## src/design/lwa_pkg.sv

```systemverilog
package lwa_pkg;

  localparam int unsigned AccBits    = 64;
  localparam int unsigned CountBits  = 16;
  localparam int unsigned TargetBits = 16;
  localparam int unsigned CharBits   = 8;
  localparam int unsigned LenBits    = $clog2(AccBits + 1);
  localparam int unsigned CmpBits    = (CountBits > TargetBits) ? CountBits : TargetBits;

  localparam logic [CharBits-1:0] ChUnder = 8'h5f;
  localparam logic [CharBits-1:0] ChZero  = 8'h30;
  localparam logic [CharBits-1:0] ChNine  = 8'h39;
  localparam logic [CharBits-1:0] ChLowA  = 8'h61;
  localparam logic [CharBits-1:0] ChLowF  = 8'h66;
  localparam logic [CharBits-1:0] ChUpA   = 8'h41;
  localparam logic [CharBits-1:0] ChUpF   = 8'h46;
  localparam logic [CharBits-1:0] ChLowX  = 8'h78;
  localparam logic [CharBits-1:0] ChUpX   = 8'h58;
  localparam logic [CharBits-1:0] ChLowZ  = 8'h7a;
  localparam logic [CharBits-1:0] ChUpZ   = 8'h5a;

  typedef enum logic [1:0] {
    RADIX_BIN,
    RADIX_HEX,
    RADIX_DEC,
    RADIX_BAD
  } radix_e;

  typedef enum logic [1:0] {
    FILL_NONE,
    FILL_ZERO,
    FILL_X,
    FILL_Z
  } fill_e;

  // final counters of one literal, handed from the scanner to the resolver
  typedef struct packed {
    logic                  pre_err;
    radix_e                radix;
    logic [TargetBits-1:0] target;
    fill_e                 lead_class;
    logic                  seen_digit;
    logic [CountBits-1:0]  digit_count;
    logic                  hex_found;
    logic [2:0]            hex_top_bits;
    logic [CountBits-1:0]  hex_tail_count;
    logic                  dec_overflow;
    logic                  dec_bad;
    logic [AccBits-1:0]    dec_accum;
  } snap_t;

  function automatic logic [CountBits-1:0] sat_inc(input logic [CountBits-1:0] x);
    return (x == {CountBits{1'b1}}) ? x : x + CountBits'(1);
  endfunction

  // non-hex characters read as a zero nibble
  function automatic logic [3:0] nibble_val(input logic [CharBits-1:0] c);
    logic [3:0] v;
    v = 4'd0;
    if (c >= ChZero && c <= ChNine) begin
      v = c[3:0];
    end else if ((c >= ChLowA && c <= ChLowF) || (c >= ChUpA && c <= ChUpF)) begin
      v = c[3:0] + 4'd9;
    end
    return v;
  endfunction

  function automatic logic [2:0] top_bit_pos(input logic [3:0] v);
    logic [2:0] p;
    if (v[3]) begin
      p = 3'd4;
    end else if (v[2]) begin
      p = 3'd3;
    end else if (v[1]) begin
      p = 3'd2;
    end else begin
      p = 3'd1;
    end
    return p;
  endfunction

endpackage

```

## src/design/lwa_scan.sv

```systemverilog
module lwa_scan (
  input  logic                            clk_i,
  input  logic                            rst_ni,
  input  logic                            in_valid_i,
  output logic                            in_ready_o,
  input  lwa_pkg::radix_e                 in_radix_i,
  input  logic [lwa_pkg::TargetBits-1:0]  in_target_i,
  input  logic                            in_has_char_i,
  input  logic [lwa_pkg::CharBits-1:0]    in_char_i,
  input  logic                            in_end_i,
  output logic                            snap_valid_o,
  input  logic                            snap_ready_i,
  output lwa_pkg::snap_t                  snap_o
);

  // input register
  logic                           a_vld_q;
  lwa_pkg::radix_e                a_radix_q;
  logic [lwa_pkg::TargetBits-1:0] a_target_q;
  logic                           a_has_q;
  logic [lwa_pkg::CharBits-1:0]   a_char_q;
  logic                           a_end_q;
  logic                           a_fire;

  // literal state
  logic                           seen_digit_q, seen_digit_d;
  lwa_pkg::fill_e                 lead_class_q, lead_class_d;
  logic [lwa_pkg::CountBits-1:0]  digit_count_q, digit_count_d;
  logic [lwa_pkg::AccBits-1:0]    dec_accum_q, dec_accum_d;
  logic                           dec_overflow_q, dec_overflow_d;
  logic                           dec_bad_q, dec_bad_d;
  logic                           hex_found_q, hex_found_d;
  logic [2:0]                     hex_top_bits_q, hex_top_bits_d;
  logic [lwa_pkg::CountBits-1:0]  hex_tail_count_q, hex_tail_count_d;
  logic                           any_char_q, any_char_d;

  logic                           take;
  logic                           is_digit;
  logic [3:0]                     nib;
  logic [lwa_pkg::AccBits+3:0]    acc_ext;
  logic [lwa_pkg::AccBits+3:0]    acc_next;

  assign a_fire     = a_vld_q & (~a_end_q | snap_ready_i);
  assign in_ready_o = ~a_vld_q | a_fire;

  always_ff @(posedge clk_i or negedge rst_ni) begin
    if (!rst_ni) begin
      a_vld_q <= 1'b0;
    end else if (in_ready_o) begin
      a_vld_q <= in_valid_i;
    end
  end

  always_ff @(posedge clk_i) begin
    if (in_valid_i && in_ready_o) begin
      a_radix_q  <= in_radix_i;
      a_target_q <= in_target_i;
      a_has_q    <= in_has_char_i;
      a_char_q   <= in_char_i;
      a_end_q    <= in_end_i;
    end
  end

  assign take     = a_has_q & (a_char_q != lwa_pkg::ChUnder);
  assign is_digit = (a_char_q >= lwa_pkg::ChZero) && (a_char_q <= lwa_pkg::ChNine);
  assign nib      = lwa_pkg::nibble_val(a_char_q);
  assign acc_ext  = {4'b0000, dec_accum_q};
  // times ten plus digit; anything above the accumulator width is an overflow
  assign acc_next = (acc_ext << 3) + (acc_ext << 1) + (lwa_pkg::AccBits + 4)'(a_char_q[3:0]);

  always_comb begin
    seen_digit_d     = seen_digit_q;
    lead_class_d     = lead_class_q;
    digit_count_d    = digit_count_q;
    dec_accum_d      = dec_accum_q;
    dec_overflow_d   = dec_overflow_q;
    dec_bad_d        = dec_bad_q;
    hex_found_d      = hex_found_q;
    hex_top_bits_d   = hex_top_bits_q;
    hex_tail_count_d = hex_tail_count_q;
    any_char_d       = any_char_q | a_has_q;
    if (take) begin
      if (!seen_digit_q) begin
        seen_digit_d = 1'b1;
        if (a_char_q == lwa_pkg::ChLowX || a_char_q == lwa_pkg::ChUpX) begin
          lead_class_d = lwa_pkg::FILL_X;
        end else if (a_char_q == lwa_pkg::ChLowZ || a_char_q == lwa_pkg::ChUpZ) begin
          lead_class_d = lwa_pkg::FILL_Z;
        end else begin
          lead_class_d = lwa_pkg::FILL_ZERO;
        end
      end
      digit_count_d = lwa_pkg::sat_inc(digit_count_q);
      if (hex_found_q) begin
        hex_tail_count_d = lwa_pkg::sat_inc(hex_tail_count_q);
      end else if (nib != 4'd0) begin
        hex_found_d    = 1'b1;
        hex_top_bits_d = lwa_pkg::top_bit_pos(nib);
      end
      if (!dec_overflow_q && !dec_bad_q) begin
        if (!is_digit) begin
          dec_bad_d = 1'b1;
        end else if (acc_next[lwa_pkg::AccBits+3:lwa_pkg::AccBits] != 4'd0) begin
          dec_overflow_d = 1'b1;
        end else begin
          dec_accum_d = acc_next[lwa_pkg::AccBits-1:0];
        end
      end
    end
  end

  always_ff @(posedge clk_i or negedge rst_ni) begin
    if (!rst_ni) begin
      seen_digit_q     <= 1'b0;
      lead_class_q     <= lwa_pkg::FILL_ZERO;
      digit_count_q    <= '0;
      dec_accum_q      <= '0;
      dec_overflow_q   <= 1'b0;
      dec_bad_q        <= 1'b0;
      hex_found_q      <= 1'b0;
      hex_top_bits_q   <= '0;
      hex_tail_count_q <= '0;
      any_char_q       <= 1'b0;
    end else if (a_fire) begin
      if (a_end_q) begin
        seen_digit_q     <= 1'b0;
        lead_class_q     <= lwa_pkg::FILL_ZERO;
        digit_count_q    <= '0;
        dec_accum_q      <= '0;
        dec_overflow_q   <= 1'b0;
        dec_bad_q        <= 1'b0;
        hex_found_q      <= 1'b0;
        hex_top_bits_q   <= '0;
        hex_tail_count_q <= '0;
        any_char_q       <= 1'b0;
      end else begin
        seen_digit_q     <= seen_digit_d;
        lead_class_q     <= lead_class_d;
        digit_count_q    <= digit_count_d;
        dec_accum_q      <= dec_accum_d;
        dec_overflow_q   <= dec_overflow_d;
        dec_bad_q        <= dec_bad_d;
        hex_found_q      <= hex_found_d;
        hex_top_bits_q   <= hex_top_bits_d;
        hex_tail_count_q <= hex_tail_count_d;
        any_char_q       <= any_char_d;
      end
    end
  end

  assign snap_valid_o = a_vld_q & a_end_q;

  always_comb begin
    snap_o.pre_err        = ~any_char_d | (a_target_q == '0) | (a_radix_q == lwa_pkg::RADIX_BAD);
    snap_o.radix          = a_radix_q;
    snap_o.target         = a_target_q;
    snap_o.lead_class     = lead_class_d;
    snap_o.seen_digit     = seen_digit_d;
    snap_o.digit_count    = digit_count_d;
    snap_o.hex_found      = hex_found_d;
    snap_o.hex_top_bits   = hex_top_bits_d;
    snap_o.hex_tail_count = hex_tail_count_d;
    snap_o.dec_overflow   = dec_overflow_d;
    snap_o.dec_bad        = dec_bad_d;
    snap_o.dec_accum      = dec_accum_d;
  end

  a_end_clears: assert property (@(posedge clk_i) disable iff (!rst_ni)
    a_fire && a_end_q |=> !any_char_q && !seen_digit_q && digit_count_q == '0)
    else $error("literal state not cleared after end beat");

  tail_below_count: assert property (@(posedge clk_i) disable iff (!rst_ni)
    hex_tail_count_q <= digit_count_q)
    else $error("hex tail count ahead of digit count");

  no_digit_no_count: assert property (@(posedge clk_i) disable iff (!rst_ni)
    !seen_digit_q |-> digit_count_q == '0 && !hex_found_q)
    else $error("digits counted before first digit");

endmodule

```

## src/design/lwa_resolve.sv

```systemverilog
module lwa_resolve (
  input  logic                           clk_i,
  input  logic                           rst_ni,
  input  logic                           snap_valid_i,
  output logic                           snap_ready_o,
  input  lwa_pkg::snap_t                 snap_i,
  output logic                           out_valid_o,
  input  logic                           out_ready_i,
  output logic                           out_error_o,
  output logic [lwa_pkg::TargetBits-1:0] out_width_o,
  output lwa_pkg::fill_e                 out_fill_o
);

  logic                           b_vld_q;
  lwa_pkg::snap_t                 b_q;
  logic                           o_vld_q;
  logic                           o_err_q;
  logic [lwa_pkg::TargetBits-1:0] o_width_q;
  lwa_pkg::fill_e                 o_fill_q;
  logic                           o_take;

  logic [lwa_pkg::LenBits-1:0]    dec_len;
  logic [lwa_pkg::CountBits+2:0]  hex_sum;
  logic [lwa_pkg::CountBits-1:0]  hex_width;
  logic [lwa_pkg::CountBits-1:0]  width;
  logic [lwa_pkg::CmpBits-1:0]    wide;
  logic [lwa_pkg::CmpBits-1:0]    tgt;
  logic                           err;
  lwa_pkg::fill_e                 fill;

  assign o_take       = ~o_vld_q | out_ready_i;
  assign snap_ready_o = ~b_vld_q | o_take;

  always_ff @(posedge clk_i or negedge rst_ni) begin
    if (!rst_ni) begin
      b_vld_q <= 1'b0;
    end else if (snap_ready_o) begin
      b_vld_q <= snap_valid_i;
    end
  end

  always_ff @(posedge clk_i) begin
    if (snap_valid_i && snap_ready_o) begin
      b_q <= snap_i;
    end
  end

  // bit length: each bit checks that nothing above it is set
  always_comb begin
    dec_len = '0;
    for (int i = 0; i < lwa_pkg::AccBits; i++) begin
      if (b_q.dec_accum[i] && ((b_q.dec_accum >> (i + 1)) == '0)) begin
        dec_len = dec_len | lwa_pkg::LenBits'(i + 1);
      end
    end
  end

  assign hex_sum   = {1'b0, b_q.hex_tail_count, 2'b00} + (lwa_pkg::CountBits + 3)'(b_q.hex_top_bits);
  assign hex_width = (hex_sum[lwa_pkg::CountBits+2:lwa_pkg::CountBits] != 3'd0)
                   ? {lwa_pkg::CountBits{1'b1}} : hex_sum[lwa_pkg::CountBits-1:0];

  always_comb begin
    err   = 1'b0;
    width = '0;
    fill  = lwa_pkg::FILL_ZERO;
    case (b_q.radix)
      lwa_pkg::RADIX_BIN: begin
        width = b_q.digit_count;
        fill  = b_q.lead_class;
      end
      lwa_pkg::RADIX_HEX: begin
        if (!b_q.seen_digit) begin
          err = 1'b1;
        end else if (!b_q.hex_found) begin
          width = lwa_pkg::CountBits'(1);
        end else begin
          width = hex_width;
        end
      end
      lwa_pkg::RADIX_DEC: begin
        if (b_q.dec_overflow) begin
          width = lwa_pkg::CountBits'(lwa_pkg::AccBits);
        end else if (b_q.dec_bad) begin
          err = 1'b1;
        end else if (b_q.dec_accum == '0) begin
          width = lwa_pkg::CountBits'(1);
        end else begin
          width = lwa_pkg::CountBits'(dec_len);
        end
      end
      default: begin
        err = 1'b1;
      end
    endcase
    if (b_q.pre_err) begin
      err = 1'b1;
    end
    wide = lwa_pkg::CmpBits'(width);
    tgt  = lwa_pkg::CmpBits'(b_q.target);
    if (!err && wide > tgt) begin
      err = 1'b1;
    end
    if (!err && wide == tgt) begin
      fill = lwa_pkg::FILL_NONE;
    end
    if (err) begin
      wide = '0;
      fill = lwa_pkg::FILL_NONE;
    end
  end

  always_ff @(posedge clk_i or negedge rst_ni) begin
    if (!rst_ni) begin
      o_vld_q <= 1'b0;
    end else if (o_take) begin
      o_vld_q <= b_vld_q;
    end
  end

  always_ff @(posedge clk_i) begin
    if (b_vld_q && o_take) begin
      o_err_q   <= err;
      o_width_q <= wide[lwa_pkg::TargetBits-1:0];
      o_fill_q  <= fill;
    end
  end

  assign out_valid_o = o_vld_q;
  assign out_error_o = o_err_q;
  assign out_width_o = o_width_q;
  assign out_fill_o  = o_fill_q;

  snap_held: assert property (@(posedge clk_i) disable iff (!rst_ni)
    b_vld_q && !o_take |=> b_vld_q && $stable(b_q))
    else $error("pending literal lost while output stalled");

  err_clean: assert property (@(posedge clk_i) disable iff (!rst_ni)
    o_vld_q && o_err_q |-> o_width_q == '0 && o_fill_q == lwa_pkg::FILL_NONE)
    else $error("rejected literal carries width or fill");

endmodule

```

## src/design/literal_width_analyzer.sv

```systemverilog
// Literal width analyzer. Feed the characters of one numeric literal, one per beat, with
// tlast on the final beat (radix and target width are taken from that beat); a beat with
// has_char low and tlast low is ignored. After the final beat one result beat follows
// by way of the snapshot and output registers. A new beat is accepted every cycle unless a
// final beat waits on a stalled result path; the character state updates (64-bit
// times-ten-plus-digit add, saturating 16-bit counters), then a snapshot register feeds the
// width resolution (64-bit leading-one search, target compare) into the output register.
module literal_width_analyzer (
  input  logic        clk_i,
  input  logic        rst_ni,
  input  logic        s_axis_tvalid_i,
  output logic        s_axis_tready_o,
  input  logic [23:0] s_axis_tdata_i,   // target_width[15:0], char_code[23:16]
  input  logic [2:0]  s_axis_tuser_i,   // radix[1:0], has_char[2]
  input  logic        s_axis_tlast_i,   // end_of_literal
  output logic        m_axis_tvalid_o,
  input  logic        m_axis_tready_i,
  output logic [23:0] m_axis_tdata_o,   // natural_width[15:0], fill_kind[17:16], zeros above
  output logic        m_axis_tuser_o    // error_flag
);

  logic                           snap_valid;
  logic                           snap_ready;
  lwa_pkg::snap_t                 snap;
  logic [lwa_pkg::TargetBits-1:0] out_width;
  lwa_pkg::fill_e                 out_fill;

  lwa_scan u_scan (
    .clk_i         (clk_i),
    .rst_ni        (rst_ni),
    .in_valid_i    (s_axis_tvalid_i),
    .in_ready_o    (s_axis_tready_o),
    .in_radix_i    (lwa_pkg::radix_e'(s_axis_tuser_i[1:0])),
    .in_target_i   (s_axis_tdata_i[15:0]),
    .in_has_char_i (s_axis_tuser_i[2]),
    .in_char_i     (s_axis_tdata_i[23:16]),
    .in_end_i      (s_axis_tlast_i),
    .snap_valid_o  (snap_valid),
    .snap_ready_i  (snap_ready),
    .snap_o        (snap)
  );

  lwa_resolve u_resolve (
    .clk_i        (clk_i),
    .rst_ni       (rst_ni),
    .snap_valid_i (snap_valid),
    .snap_ready_o (snap_ready),
    .snap_i       (snap),
    .out_valid_o  (m_axis_tvalid_o),
    .out_ready_i  (m_axis_tready_i),
    .out_error_o  (m_axis_tuser_o),
    .out_width_o  (out_width),
    .out_fill_o   (out_fill)
  );

  assign m_axis_tdata_o = {6'b000000, out_fill, out_width};

endmodule
```

## config.mk

```make
export PLATFORM = sky130hd
export DESIGN_NAME = literal_width_analyzer
export DESIGN_NICKNAME = d
export VERILOG_FILES = /design/src/design/lwa_pkg.sv /design/src/design/lwa_scan.sv /design/src/design/lwa_resolve.sv /design/src/design/literal_width_analyzer.sv
export SDC_FILE = /design/constraint.sdc
export NUM_CORES = 1
export LEC_CHECK = 0
export BUFFER_PORTS_ARGS = -buffer_cell sky130_fd_sc_hd__buf_2
export CAP_MARGIN = 25
export CELL_PAD_IN_SITES_DETAIL_PLACEMENT = 2
export CELL_PAD_IN_SITES_GLOBAL_PLACEMENT = 2
export CORE_ASPECT_RATIO = 1.2
export CORE_MARGIN = 2
export CORE_UTILIZATION = 42
export CTS_CLUSTER_SIZE = 12
export DETAILED_ROUTE_END_ITERATION = 8
export MAX_ROUTING_LAYER = met4
export PLACE_DENSITY = 0.85
export RECOVER_POWER = 25
export SYNTH_ARGS = -nofsm -noshare
export SYNTH_HDL_FRONTEND = slang
export SYNTH_SLANG_ARGS = --single-unit
```

## constraint.sdc

```tcl
create_clock -name clk_i -period 8.9 [get_ports clk_i]
set_input_delay 0.89 -clock clk_i [delete_from_list [all_inputs] [get_ports clk_i]]
set_output_delay 0.89 -clock clk_i [all_outputs]
set_load 0.02 [all_outputs]
```

* Word level (Yosys, flattened, before mapping)
Index checks and enable logic that the tools add are counted.
Storage, ports and cells: bits in registers 280, logic and storage cells 410
Operators by class: add/sub/neg operators 6, $lt $le $gt $ge 7, equal/unequal tests 11, multiplexer cells 186, bitwise gates (word level) 16, reductions and logical operators 150
Operator list (number):
- 64-bit logical NOT | 64
- 64-bit two-way mux | 12
- 16-bit two-way mux | 24
- 6-bit two-way mux | 32
- 5-bit two-way mux | 16
- 3-bit two-way mux | 26
- 1-bit logical AND | 72
- 67-bit by 65-bit adder with 68-bit output | 1
- 68-bit by 4-bit adder with 68-bit output | 1
- 16-bit case mux with 3 select lines | 1
- 1-bit two-way mux | 46
- 4-bit two-way mux | 11
- 16-bit by 1-bit adder with 16-bit output (second input constant) | 2
- 16-bit == test (second input constant) | 2
- 8-bit by 7-bit == test with 1-bit output (second input constant) | 4
- 2-bit two-way mux | 15
- 18-bit by 3-bit adder with 19-bit output | 1
- 16-bit == test | 1
- 8-bit by 7-bit greater-or-equal comparator with 1-bit output (second input constant) | 2
- 16-bit > comparator | 1
- 8-bit by 7-bit <= comparator with 1-bit output (second input constant) | 2
- 16-bit logical NOT | 1
- 7-bit two-way mux | 2
- 8-bit by 6-bit greater-or-equal comparator with 1-bit output (second input constant) | 1
- other kinds (16) | 36

* Longest topological paths before layout
Gate-level depths: netlist (run 1).
depth in word-level cells 82, mapped depth 24, depth with buffers taken out 24

* By module
A second synthesis (run 1) with hierarchy kept.
Second synthesis, totals: cells, all modules 1867, area, all modules 18331.3 um2
By module, submodules not included:
- lwa_scan | instances 1, cells an instance 1298, area an instance 11337.1 um2, seq. area each 3519.6 um2
- lwa_resolve | instances 1, cells an instance 562, area an instance 6945.4 um2, seq. area each 4344.2 um2
- literal_width_analyzer | instances 1, cells an instance 7, area an instance 48.8 um2, seq. area each 0.0 um2

* Worst setup path before layout (run 1)
No wires, ideal clock.
path type input to register, start input m_axis_tready_i, end register u_resolve.b_q[0] in the netlist's numbering (enable), arrival 6.367 ns, data required time 8.287 ns, slack 1.920 ns, cell stages on the path 3, path buffers 0, path through nand2b_1 > nor2_1 > nor2_1
Between the ends: word-level cells in the longest chain between the ends 3
RTL lines:
- from (decl) | RTL line literal_width_analyzer.sv:17 | input logic m_axis_tready_i,
- 1-bit bitwise OR | RTL line lwa_resolve.sv:31 | assign o_take = ~o_vld_q | out_ready_i;
- 1-bit bitwise OR | RTL line lwa_resolve.sv:32 | assign snap_ready_o = ~b_vld_q | o_take;
- 1-bit logical AND | RTL line lwa_resolve.sv:43 | if (snap_valid_i && snap_ready_o) begin
- to (signal assigned) | RTL line lwa_resolve.sv:44 | b_q <= snap_i;
- to (decl) | RTL line lwa_resolve.sv:15 | lwa_pkg::snap_t b_q;
Every way passes these cells. A chain may end at the register's enable or synchronous reset.

* Worst setup path after layout (run 1)
start register u_resolve.b_q[41] in the netlist's numbering, end register u_resolve.o_fill_q[1], in the netlist u_resolve.out_fill_o[1], data pin
Between the ends: word-level cells in the longest chain between the ends 82, elaborated cells on any way between the ends 165
RTL lines:
- 64-bit logical NOT | RTL line lwa_resolve.sv:52 | if (b_q.dec_accum[i] && ((b_q.dec_accum >> (i + 1)) == '0)) begin
- 1-bit logical AND | RTL line lwa_resolve.sv:52
- 1-bit two-way mux | RTL line lwa_resolve.sv:52
- 2-bit two-way mux (2 in series) | RTL line lwa_resolve.sv:52
- 3-bit two-way mux (4 in series) | RTL line lwa_resolve.sv:52
- 4-bit two-way mux (8 in series) | RTL line lwa_resolve.sv:52
- 5-bit two-way mux (16 in series) | RTL line lwa_resolve.sv:52
- 6-bit two-way mux (32 in series) | RTL line lwa_resolve.sv:52
- (+9 left out)
- 16-bit two-way mux (*) | RTL line lwa_resolve.sv:66 | case (b_q.radix)
- 16-bit case mux with 3 select lines (*) | RTL line lwa_resolve.sv:66
- 16-bit > comparator | RTL line lwa_resolve.sv:100 | if (!err && wide > tgt) begin
- 1-bit logical AND | RTL line lwa_resolve.sv:100
- 1-bit two-way mux | RTL line lwa_resolve.sv:100
- 1-bit logical NOT | RTL line lwa_resolve.sv:103 | if (!err && wide == tgt) begin
- 1-bit logical AND | RTL line lwa_resolve.sv:103
- 3-bit OR reduction (no source line) (*)
- to (signal assigned) | RTL line lwa_resolve.sv:124 | o_fill_q <= fill;
- to (decl) | RTL line lwa_resolve.sv:19 | lwa_pkg::fill_e o_fill_q;
Mark *: on every way between the ends. The rest lies on a longest branch, timed or not. The select of a mux whose other input is x is not followed.

==> summary.md, run 1 <==
| Metric | Value |
|---|---|
| Area grow syn2layout | 8.97% |
| Vias after detailed routing | 14800 |
| CTS tree | built |
| DP HPWL | 46.6 mm |
| GRT Total Usage | 0.304 |
| Overall power | 2900 uW |
| WL/cell | 27.9 um |
| # DRC | 0 |
| Worst reg2reg setup slack | 2.49 ns |
| Placeable Area | 42500 sq um |
| Hold_buf cts | 0 |
| Io pins | 59 |
| First-pass GRT wire length | 101 mm |
| Post-DP Area | 18700 sq um |
| Worst setup path class | reg2reg |
| IO buf count | 52 |
| Cell-internal power | 2150 uW |
| First-pass detailed-route iteration total | 5 |
| Max Freq | 156 MHz |
| Setup violations, final | 0 |
| Switching share of power | 0.258 |
| # rows | 83 |
| Post-synth EDFFs | 171 |
| Clock Skews | 0.0221 ns |
| CTS Buf Count | 29 |
| Die footprint | 44400 sq um |
| Hold path startpoint | u_scan.a_radix_q[0]$_DFFE_PP_ |
| Critical Path Sink | u_resolve.out_fill_o[1]$_SDFFCE_PP0P_ |
| DRT antenna net count | 0 |
| Post-synth top area share | 0.286 |
| Wirelength, routed | 65.6 mm |
| Worst setup EP type | flop |
| Largest net degree at the start of global routing | 76 |
| DR vias/cell | 6.31 |
| Most common cell after layout, fill and taps aside | edfxtp_1 |
| Reg clk slew, reported paths | 0.06 ns |
| Hold Vio Cnt, Final | 0 |
| Pre-CTS setup slack | 2.92 ns |
| Yosys cell types | 89 |
| Ratio of final minimum period to clock period | 0.720 |
| GP Congestion | 0.934 |
| Initial DRC Count | 837 |
| Die Wd | 193 um |
| Max-slew violation count | 112 |
| Async set-reset flop share out of synthesis | 0.389 |
| Remaining Overflow, GRT | 0 |
| Leading area contributor after synthesis | edfxtp_1 |
| Crit-path max FO | 15 |
| Worst Tran Pin Value | 3.71 ns |
| Clk sinks | 280 |
| Max Buffers Root-to-Sink | 3 |
| Initial antenna violation count | 1 |
| Top_reg_cell synth | edfxtp_1 |
| RSZ-0062 raised after global routing | false |
| Sequential share of power | 0.515 |
| Setup TNS | 0 ns |
| Yosys warning count | 0 |
| Syn Inst Count | 1741 |
| Nets | 1958 |
| Fraction of layout cells with a size suffix above 1 | 0.0774 |
| Status | finished, violations left |
| Htree depth | 1 |
| Number of global-route vias before repair | 16600 |
| Worst Path Required | 9.21 ns |
| Leak Pwr | 0.00864 uW |
| Sequential element share of the synthesized area | 0.438 |
| Yosys reg bits | 280 |
| Number of post-CTS setup repair buffers | 0 |
| Max cap viols | 2 |
| Synth Cell Area | 18000 sq um |
| PostCTS Resize Cnt | 0 |
| Area contributors post-synth | edfxtp_1 (29%), dfrtp_1 (15%), ha_1 (11%) |
| Design area | 19600 sq um |
| Max VDD drop | 0.138 mV |
| P per Cell Area | 148 nW/um^2 |
| Failing checks | capacitance limit, slew limit |
| Crit path launch | u_resolve.b_q[41]$_DFFE_PP_ |
| FF-to-FF End | u_resolve.out_fill_o[1]$_SDFFCE_PP0P_ |
| Clock Latency Late Sink | 0.57 ns |
| Reg2reg start | u_resolve.b_q[41]$_DFFE_PP_ |
| Clk root buf | clkbuf_16 |
| Most frequent cells in the layout | edfxtp_1 (171), ha_1 (152), nor2_1 (132), nand2_1 (132), a21oi_1 (124) |
| Gate power share | 0.078 |
| Max_slew headroom | -1.47 |
| Initial Util | 0.423 |
| Hold WC Path Type | reg2reg |
| Min cycle time layout | 6.41 ns |
| Reg2Reg Depth | 23 |
| Crit path DAT | 6.72 ns |
| Clock share of power | 0.407 |
| NetSw | 750 uW |
| Startpoint Class | flop |
| PnR worst setup slack | 2.49 ns |
| FILL cells | 4416 |
| Mean cell area of the mapped netlist | 10.3 sq um |
| Die H | 231 um |
-- final cells by class --
| cell class | instances | area, sq um | area share |
|---|---|---|---|
| Inverter | 58 | 218 | 0.0111 |
| Multi-Input combinational cell | 1334 | 9520 | 0.487 |
| Timing Repair Buffer | 69 | 393 | 0.0201 |
| Sequential cell | 280 | 7860 | 0.402 |
| Tap cell | 552 | 691 | 0.0353 |
| Clock inverter | 8 | 40.0 | 0.00205 |
| Antenna cell | 1 | 2.50 | 0.000128 |
| Clock buffer | 46 | 840 | 0.0429 |
-- worst min-delay path by stage --
stage,to,depth (start not counted)
final,u_resolve.b_q[121]$_DFFE_PP_,0
after floorplan,u_resolve.b_q[122]$_DFFE_PP_,0
after detailed placement,u_resolve.b_q[121]$_DFFE_PP_,0
after CTS,u_scan.digit_count_q[9]$_DFFE_PN0P_,1
after global routing,u_resolve.tgt[8]$_DFFE_PP_,0
after global placement,u_resolve.tgt[0]$_DFFE_PP_,0
-- cells by family (layout without fill, tap and decap cells) --
| group | count (synthesis) | after routing | synth area share |
|---|---|---|---|
| compound gates | 492 | 492 | 0.187 |
| xor+xnor | 98 | 98 | 0.0478 |
| fa+ha+maj | 154 | 154 | 0.108 |
| buf+inv | 132 | 181 | 0.0343 |
| flops | 280 | 280 | 0.438 |
| mux | 70 | 70 | 0.0435 |
| other cells | 1 | 7 | 0.000209 |
| simple gates | 514 | 514 | 0.142 |
-- sequential cells by signal (all words and copies together), names as in the netlist, 2 cells and up --
signal                   cells
u_resolve.b_q              108
u_scan.dec_accum_q          64
u_resolve.out_width_o       16
u_resolve.tgt               16
u_scan.a_target_q           16
u_scan.digit_count_q        16
u_scan.hex_tail_count_q     16
u_scan.a_char_q              8
u_scan.hex_top_bits_q        3
u_resolve.out_fill_o         2
u_scan.a_radix_q             2
u_scan.lead_class_q          2
-- synth_stat cells (9+ instances only) --
cell type and n:
buf_2 9, o21a_1 13, nand3_1 35, dfrtp_1 108
ha_1 152, mux2_2 18, inv_1 57, nand2b_1 21
a22o_1 73, nor4_1 14, a21o_1 44, xnor2_1 53
nor2_1 134, xor2_1 45, a32o_1 11, o211ai_1 9
buf_6 11, a21oi_1 124, nor3_1 37, and3_1 20
nand2_1 132, and2_1 10, a211oi_1 10, o31ai_1 19
mux2_1 46, o21ai_0 95, edfxtp_1 171, a31oi_1 15
nor2b_1 29, clkbuf_1 46, nand4_1 37
-- through the flow --
stage / cells / utilization / hold slack [ns]
floorplan: 1746 / - / 0.426
global placement: 2291 / 0.440 / 0.433
detailed placement: 2292 / 0.440 / 0.441
CTS: 2346 / 0.460 / 0.389
finish: 2348 / 0.461 / 0.463
global route: 2348 / 0.461 / 0.480
-- worst max-delay path, stage by stage, from the launching register on --
cell and delay (ns):
edfxtp_1 0.45, or4_1 0.62, nor4b_2 0.33, nand4_1 0.36
or3_1 0.51, nor2_2 0.22, nand4_1 0.16, o2111ai_1 0.19
nor4_1 0.14, a2111oi_1 0.74, nor2_1 0.21, ha_1 0.25
nor2b_1 0.11, o21a_1 0.12, o21a_1 0.13, o21a_1 0.15
o21a_1 0.14, o21ai_0 0.09, a21oi_1 0.14, a2111oi_0 0.09
o21bai_1 0.41, buf_4 0.30, nor2_1 0.09, and3_1 0.19
-- power groups by stage --
| stage | logic (uW) | registers, uW | clock network, uW |
|---|---|---|---|
| global route | 243 | 1500 | 1240 |
| global placement | 192 | 1510 | 0 |
| floorplan | 122 | 1510 | 0 |
| detailed placement | 214 | 1520 | 0 |
| CTS | 224 | 1500 | 1190 |
| finish | 226 | 1500 | 1180 |
-- per-layer routing --
metal	share of wire	vias to the layer above	track usage
met3	0.030	174	0.0296
met1	0.38	7669	0.328
met2	0.54	354	0.556
met5	0	-	-
met4	0.050	0	0.136
li1	-	6617	-
Note: power is estimated with default switching activity, not from simulation.
==> inputs of run 2 (changes only) <==
- ABC_AREA: unset -> 1
- CORE_UTILIZATION: 42 -> 34
- PLACE_DENSITY: 0.85 -> 0.82
- clock period: 8.9 -> 5.4 ns (I/O delays scaled with it)
==> run 2 against run 1 <==
  * The flow still finishes with violations (capacitance limit, slew limit)
  * Global-route usage decreased by 2.8 points
  * Utilization decreased by 8.4 points
  * Cell count increased by 64%
  * Fmax increased by 40%
  * Sequential cell count unchanged
  * Non-clock buffer count increased by 7
  * First-iteration DRC count decreased by 8.5%
  * Worst hold slack got worse by 0.34 ns
  * Combinational power increased by 82%
  * Design area increased by 19%
  * Synthesized cell count increased by 70%
  * Critical path type unchanged
==> summary.md, run 2 <==
| Metric | Value |
|---|---|
| Number of diodes | 0 (was 1) |
| Sequential element share of the synthesized area | 0.372 (was 0.438) |
| Number of global-route vias before repair | 23100 (was 16600) |
| Hold WC Path Type | in2reg (was reg2reg) |
| Startpoint Class | flop (unchanged) |
| Top_reg_cell synth | edfxtp_1 (unchanged) |
| # rows | 100 (was 83) |
| Max VDD drop | 0.236 mV (was 0.138 mV) |
| IO buf count | 52 (unchanged) |
| Crit-path max FO | 14 (was 15) |
| First-pass GRT wire length | 134 mm (was 101 mm) |
| DRT antenna net count | 0 (unchanged) |
| Leading area contributor after synthesis | edfxtp_1 (unchanged) |
| Most frequent cells in the layout | nand2_1 (960), inv_1 (403), nor2_1 (271), edfxtp_1 (171), nand3_1 (158) (was edfxtp_1 (171), ha_1 (152), nor2_1 (132), nand2_1 (132), a21oi_1 (124)) |
| Hold path startpoint | s_axis_tdata_i[8] (was u_scan.a_radix_q[0]$_DFFE_PP_) |
| Ratio of final minimum period to clock period | 0.846 (was 0.720) |
| Synth Cell Area | 21100 sq um (was 18000 sq um) |
| Setup TNS | 0 ns (unchanged) |
| Worst setup EP type | flop (unchanged) |
| Nets | 3192 (was 1958) |
| Reg2reg start | u_resolve.b_q[84]$_DFFE_PP_ (was u_resolve.b_q[41]$_DFFE_PP_) |
| FF-to-FF End | u_resolve.out_width_o[11]$_SDFFCE_PP0P_ (was u_resolve.out_fill_o[1]$_SDFFCE_PP0P_) |
| Max reg flops | 108 (unchanged) |
| Max cap viols | 2 (unchanged) |
| Post-synth EDFFs | 171 (unchanged) |
| CTS Buf Count | 29 (unchanged) |
| DR vias/cell | 5.32 (was 6.31) |
| Reg clk slew, reported paths | 0.06 ns (about the same) |
| Hold Crit Depth | 1 (was 0) |
| Area grow syn2layout | 10.0% (was 8.97%) |
| Htree depth | 1 (unchanged) |
| Initial Util | 0.342 (was 0.423) |
| Max Buffers Root-to-Sink | 3 (unchanged) |
| Initial antenna violation count | 0 (was 1) |
| Placeable Area | 61800 sq um (was 42500 sq um) |
| Vias after detailed routing | 20500 (was 14800) |
| Worst setup path class | reg2reg (unchanged) |
| RSZ-0062 raised after global routing | false (unchanged) |
| Initial DRC Count | 766 (was 837) |
| Number of post-CTS setup repair buffers | 0 (unchanged) |
| Post-synth top area share | 0.243 (was 0.286) |
| Clock Latency Late Sink | 0.59 ns (was 0.57 ns) |
| P per Cell Area | 205 nW/um^2 (was 148 nW/um^2) |
| Hold Vio Cnt, Final | 0 (unchanged) |
| # DRC | 0 (unchanged) |
| Setup violations, final | 0 (unchanged) |
| Worst Tran Pin Value | 2.55 ns (was 3.71 ns) |
| Top Registers | u_resolve.b_q (108), u_scan.dec_accum_q (64) (unchanged) |
| Met3 routed WL | 1.34 mm (was 1.94 mm) |
| Crit path DAT | 4.86 ns (was 6.72 ns) |
| Yosys cell types | 53 (was 89) |
| Mean cell area of the mapped netlist | 7.16 sq um (was 10.3 sq um) |
| Clk sinks | 280 (unchanged) |
| Met2 wire length | 46.5 mm (was 35.5 mm) |
| Failing checks | capacitance limit, slew limit (unchanged) |
| Commonest cells post-synth | nand2_1 (960), inv_1 (404), nor2_1 (274) (was edfxtp_1 (171), ha_1 (152), nor2_1 (134)) |
| Most common cell after layout, fill and taps aside | nand2_1 (was edfxtp_1) |
| Max Freq | 219 MHz (was 156 MHz) |
| Reg2Reg Depth | 20 (was 23) |
| Clk root buf | clkbuf_16 (unchanged) |
| CTS tree | built (unchanged) |
| GP Congestion | 0.921 (was 0.934) |
| WL/cell | 22.3 um (was 27.9 um) |
| Die footprint | 64200 sq um (was 44400 sq um) |
| Yosys reg bits | 280 (unchanged) |
| Yosys warning count | 0 (unchanged) |
| Worst Path Required | 5.70 ns (was 9.21 ns) |
| DP HPWL | 71.3 mm (was 46.6 mm) |
| Die Wd | 232 um (was 193 um) |
| Area contributors post-synth | edfxtp_1 (24%), nand2_1 (17%), dfrtp_1 (13%) (was edfxtp_1 (29%), dfrtp_1 (15%), ha_1 (11%)) |
| Top Layer Used | met4 (unchanged) |
| Wirelength, routed | 85.8 mm (was 65.6 mm) |
| Die H | 277 um (was 231 um) |
| FILL cells | 7436 (was 4416) |
| Worst hold margin | 0.121 ns (was 0.463 ns) |
| Fraction of layout cells with a size suffix above 1 | 0.0677 (was 0.0774) |
| Met1 WL | 34.2 mm (was 24.8 mm) |
| Max_slew headroom | -0.698 (was -1.47) |
| Status | finished, violations left (unchanged) |
| Async set-reset flop share out of synthesis | 0.389 (unchanged) |
| Remaining Overflow, GRT | 0 (unchanged) |
| Worst reg2reg setup slack | 0.83 ns (was 2.49 ns) |
| Max-slew violation count | 69 (was 112) |
| Io pins | 59 (unchanged) |
| Clock Skews | 0.0356 ns (was 0.0221 ns) |
| Leak Pwr | 0.0118 uW (was 0.00864 uW) |
| Largest net degree at the start of global routing | 66 (was 76) |
| Count leader, synth | nand2_1 (was edfxtp_1) |
| Register name with the most flops | u_resolve.b_q (unchanged) |
| Syn Inst Count | 2952 (was 1741) |
| First-pass detailed-route iteration total | 4 (was 5) |
| Min cycle time layout | 4.57 ns (was 6.41 ns) |
| Hold endpoint | u_scan.a_target_q[8]$_DFFE_PP_ (was u_resolve.b_q[121]$_DFFE_PP_) |
| GRT Total Usage | 0.276 (was 0.304) |
==> run 2: changes by cell type after synthesis, moves of 23 or more <==
cell and delta:
nand3_1 +123, clkbuf_1 -23, inv_1 +347, a22o_1 -72, nand2_2 +29, nor2b_1 -29
nor2_1 +140, nand4_1 +96, nand2_1 +828, mux2_1 -46, a21o_1 -40, inv_2 +37
==> run 2: metal layers <==
| layer | GRT usage | vias to the layer above |
|---|---|---|
| met5 | - | - |
| met4 | 0.103 | 0 |
| met3 | 0.0129 | 147 |
| met2 | 0.521 | 280 |
| met1 | 0.302 | 10300 |
| li1 | - | 9689 |
==> run 2: cell families (layout without fill, tap and decap cells) <==
| logic type | after synthesis | in the layout | share of synthesized area |
|---|---|---|---|
| adder cells (fa/ha/maj) | 154 | 154 | 0.0918 |
| XOR/XNOR | 77 | 77 | 0.0319 |
| AND/OR/NAND/NOR | 1694 | 1694 | 0.348 |
| buffers and inverters | 501 | 571 | 0.0922 |
| other | 1 | 6 | 0.000177 |
| AO/OA/AOI/OAI | 245 | 245 | 0.0642 |
| flip-flops | 280 | 280 | 0.372 |
==> run 2: final cells by class <==
class                      instances  area [sq um]  area share
sequential                       280          7860       0.338
timing repair buffer              76           462      0.0198
inverter                         443          1670      0.0716
clock inverter                     7          51.3     0.00221
tap                              816          1020      0.0439
multi-input combinational       2176         11400       0.489
clock buffer                      45           817      0.0351
==> run 2: metrics by stage <==
stage	util	worst slack, ns	cells	total power (uW)	instance area [sq um]
2_1_floorplan	-	1.69	2957	2690	21200
3_3_place_gp	0.362	0.944	3788	2860	22400
3_5_place_dp	0.362	0.853	3789	2890	22400
4_1_cts	0.376	0.826	3842	4820	23300
5_1_grt	0.376	0.422	3843	4920	23300
6_report	0.376	0.832	3843	4780	23300
==> run 2: timing repair <==
item | in CTS | in global routing
hold endpoints to repair | 36 | 0
hold buffers | 1 | 0
gates resized for setup | 0 | 0
==> run 2: worst max-delay path, stage by stage, from the launching register on <==
cell	delay, ns
edfxtp_1	0.33
ha_1	0.17
ha_1	0.19
nand2_1	0.08
nor2_1	0.19
nand3_1	0.14
nor3_1	0.24
nand2_1	0.14
nor2_1	0.13
xnor2_1	0.13
nand3_1	0.36
o21ai_0	0.64
nand2_1	0.12
ha_1	0.37
nand4_1	0.17
o221ai_1	0.20
a21o_1	0.15
nand2_1	0.05
nand2_1	0.17
buf_4	0.25
a21oi_1	0.07
==> run 2: worst max path at each step <==
stage / startpoint / end / slack (ns)
2_1_floorplan: m_axis_tready_i / u_resolve.b_q[0]$_DFFE_PP_ / 1.69
3_3_place_gp: u_resolve.b_q[36]$_DFFE_PP_ / u_resolve.out_width_o[6]$_SDFFCE_PP0P_ / 0.94
3_5_place_dp: u_resolve.b_q[84]$_DFFE_PP_ / u_resolve.out_width_o[7]$_SDFFCE_PP0P_ / 0.85
4_1_cts: u_resolve.b_q[84]$_DFFE_PP_ / u_resolve.out_width_o[15]$_SDFFCE_PP0P_ / 0.83
5_1_grt: u_resolve.b_q[66]$_DFFE_PP_ / u_resolve.out_width_o[4]$_SDFFCE_PP0P_ / 0.42
6_report: u_resolve.b_q[84]$_DFFE_PP_ / u_resolve.out_width_o[11]$_SDFFCE_PP0P_ / 0.83
==> run 2: power by group <==
group	internal, uW	switching, uW
Sequential	2370	66.2
Combinational	96.8	315
Clock	1040	886
Total	3510	1270
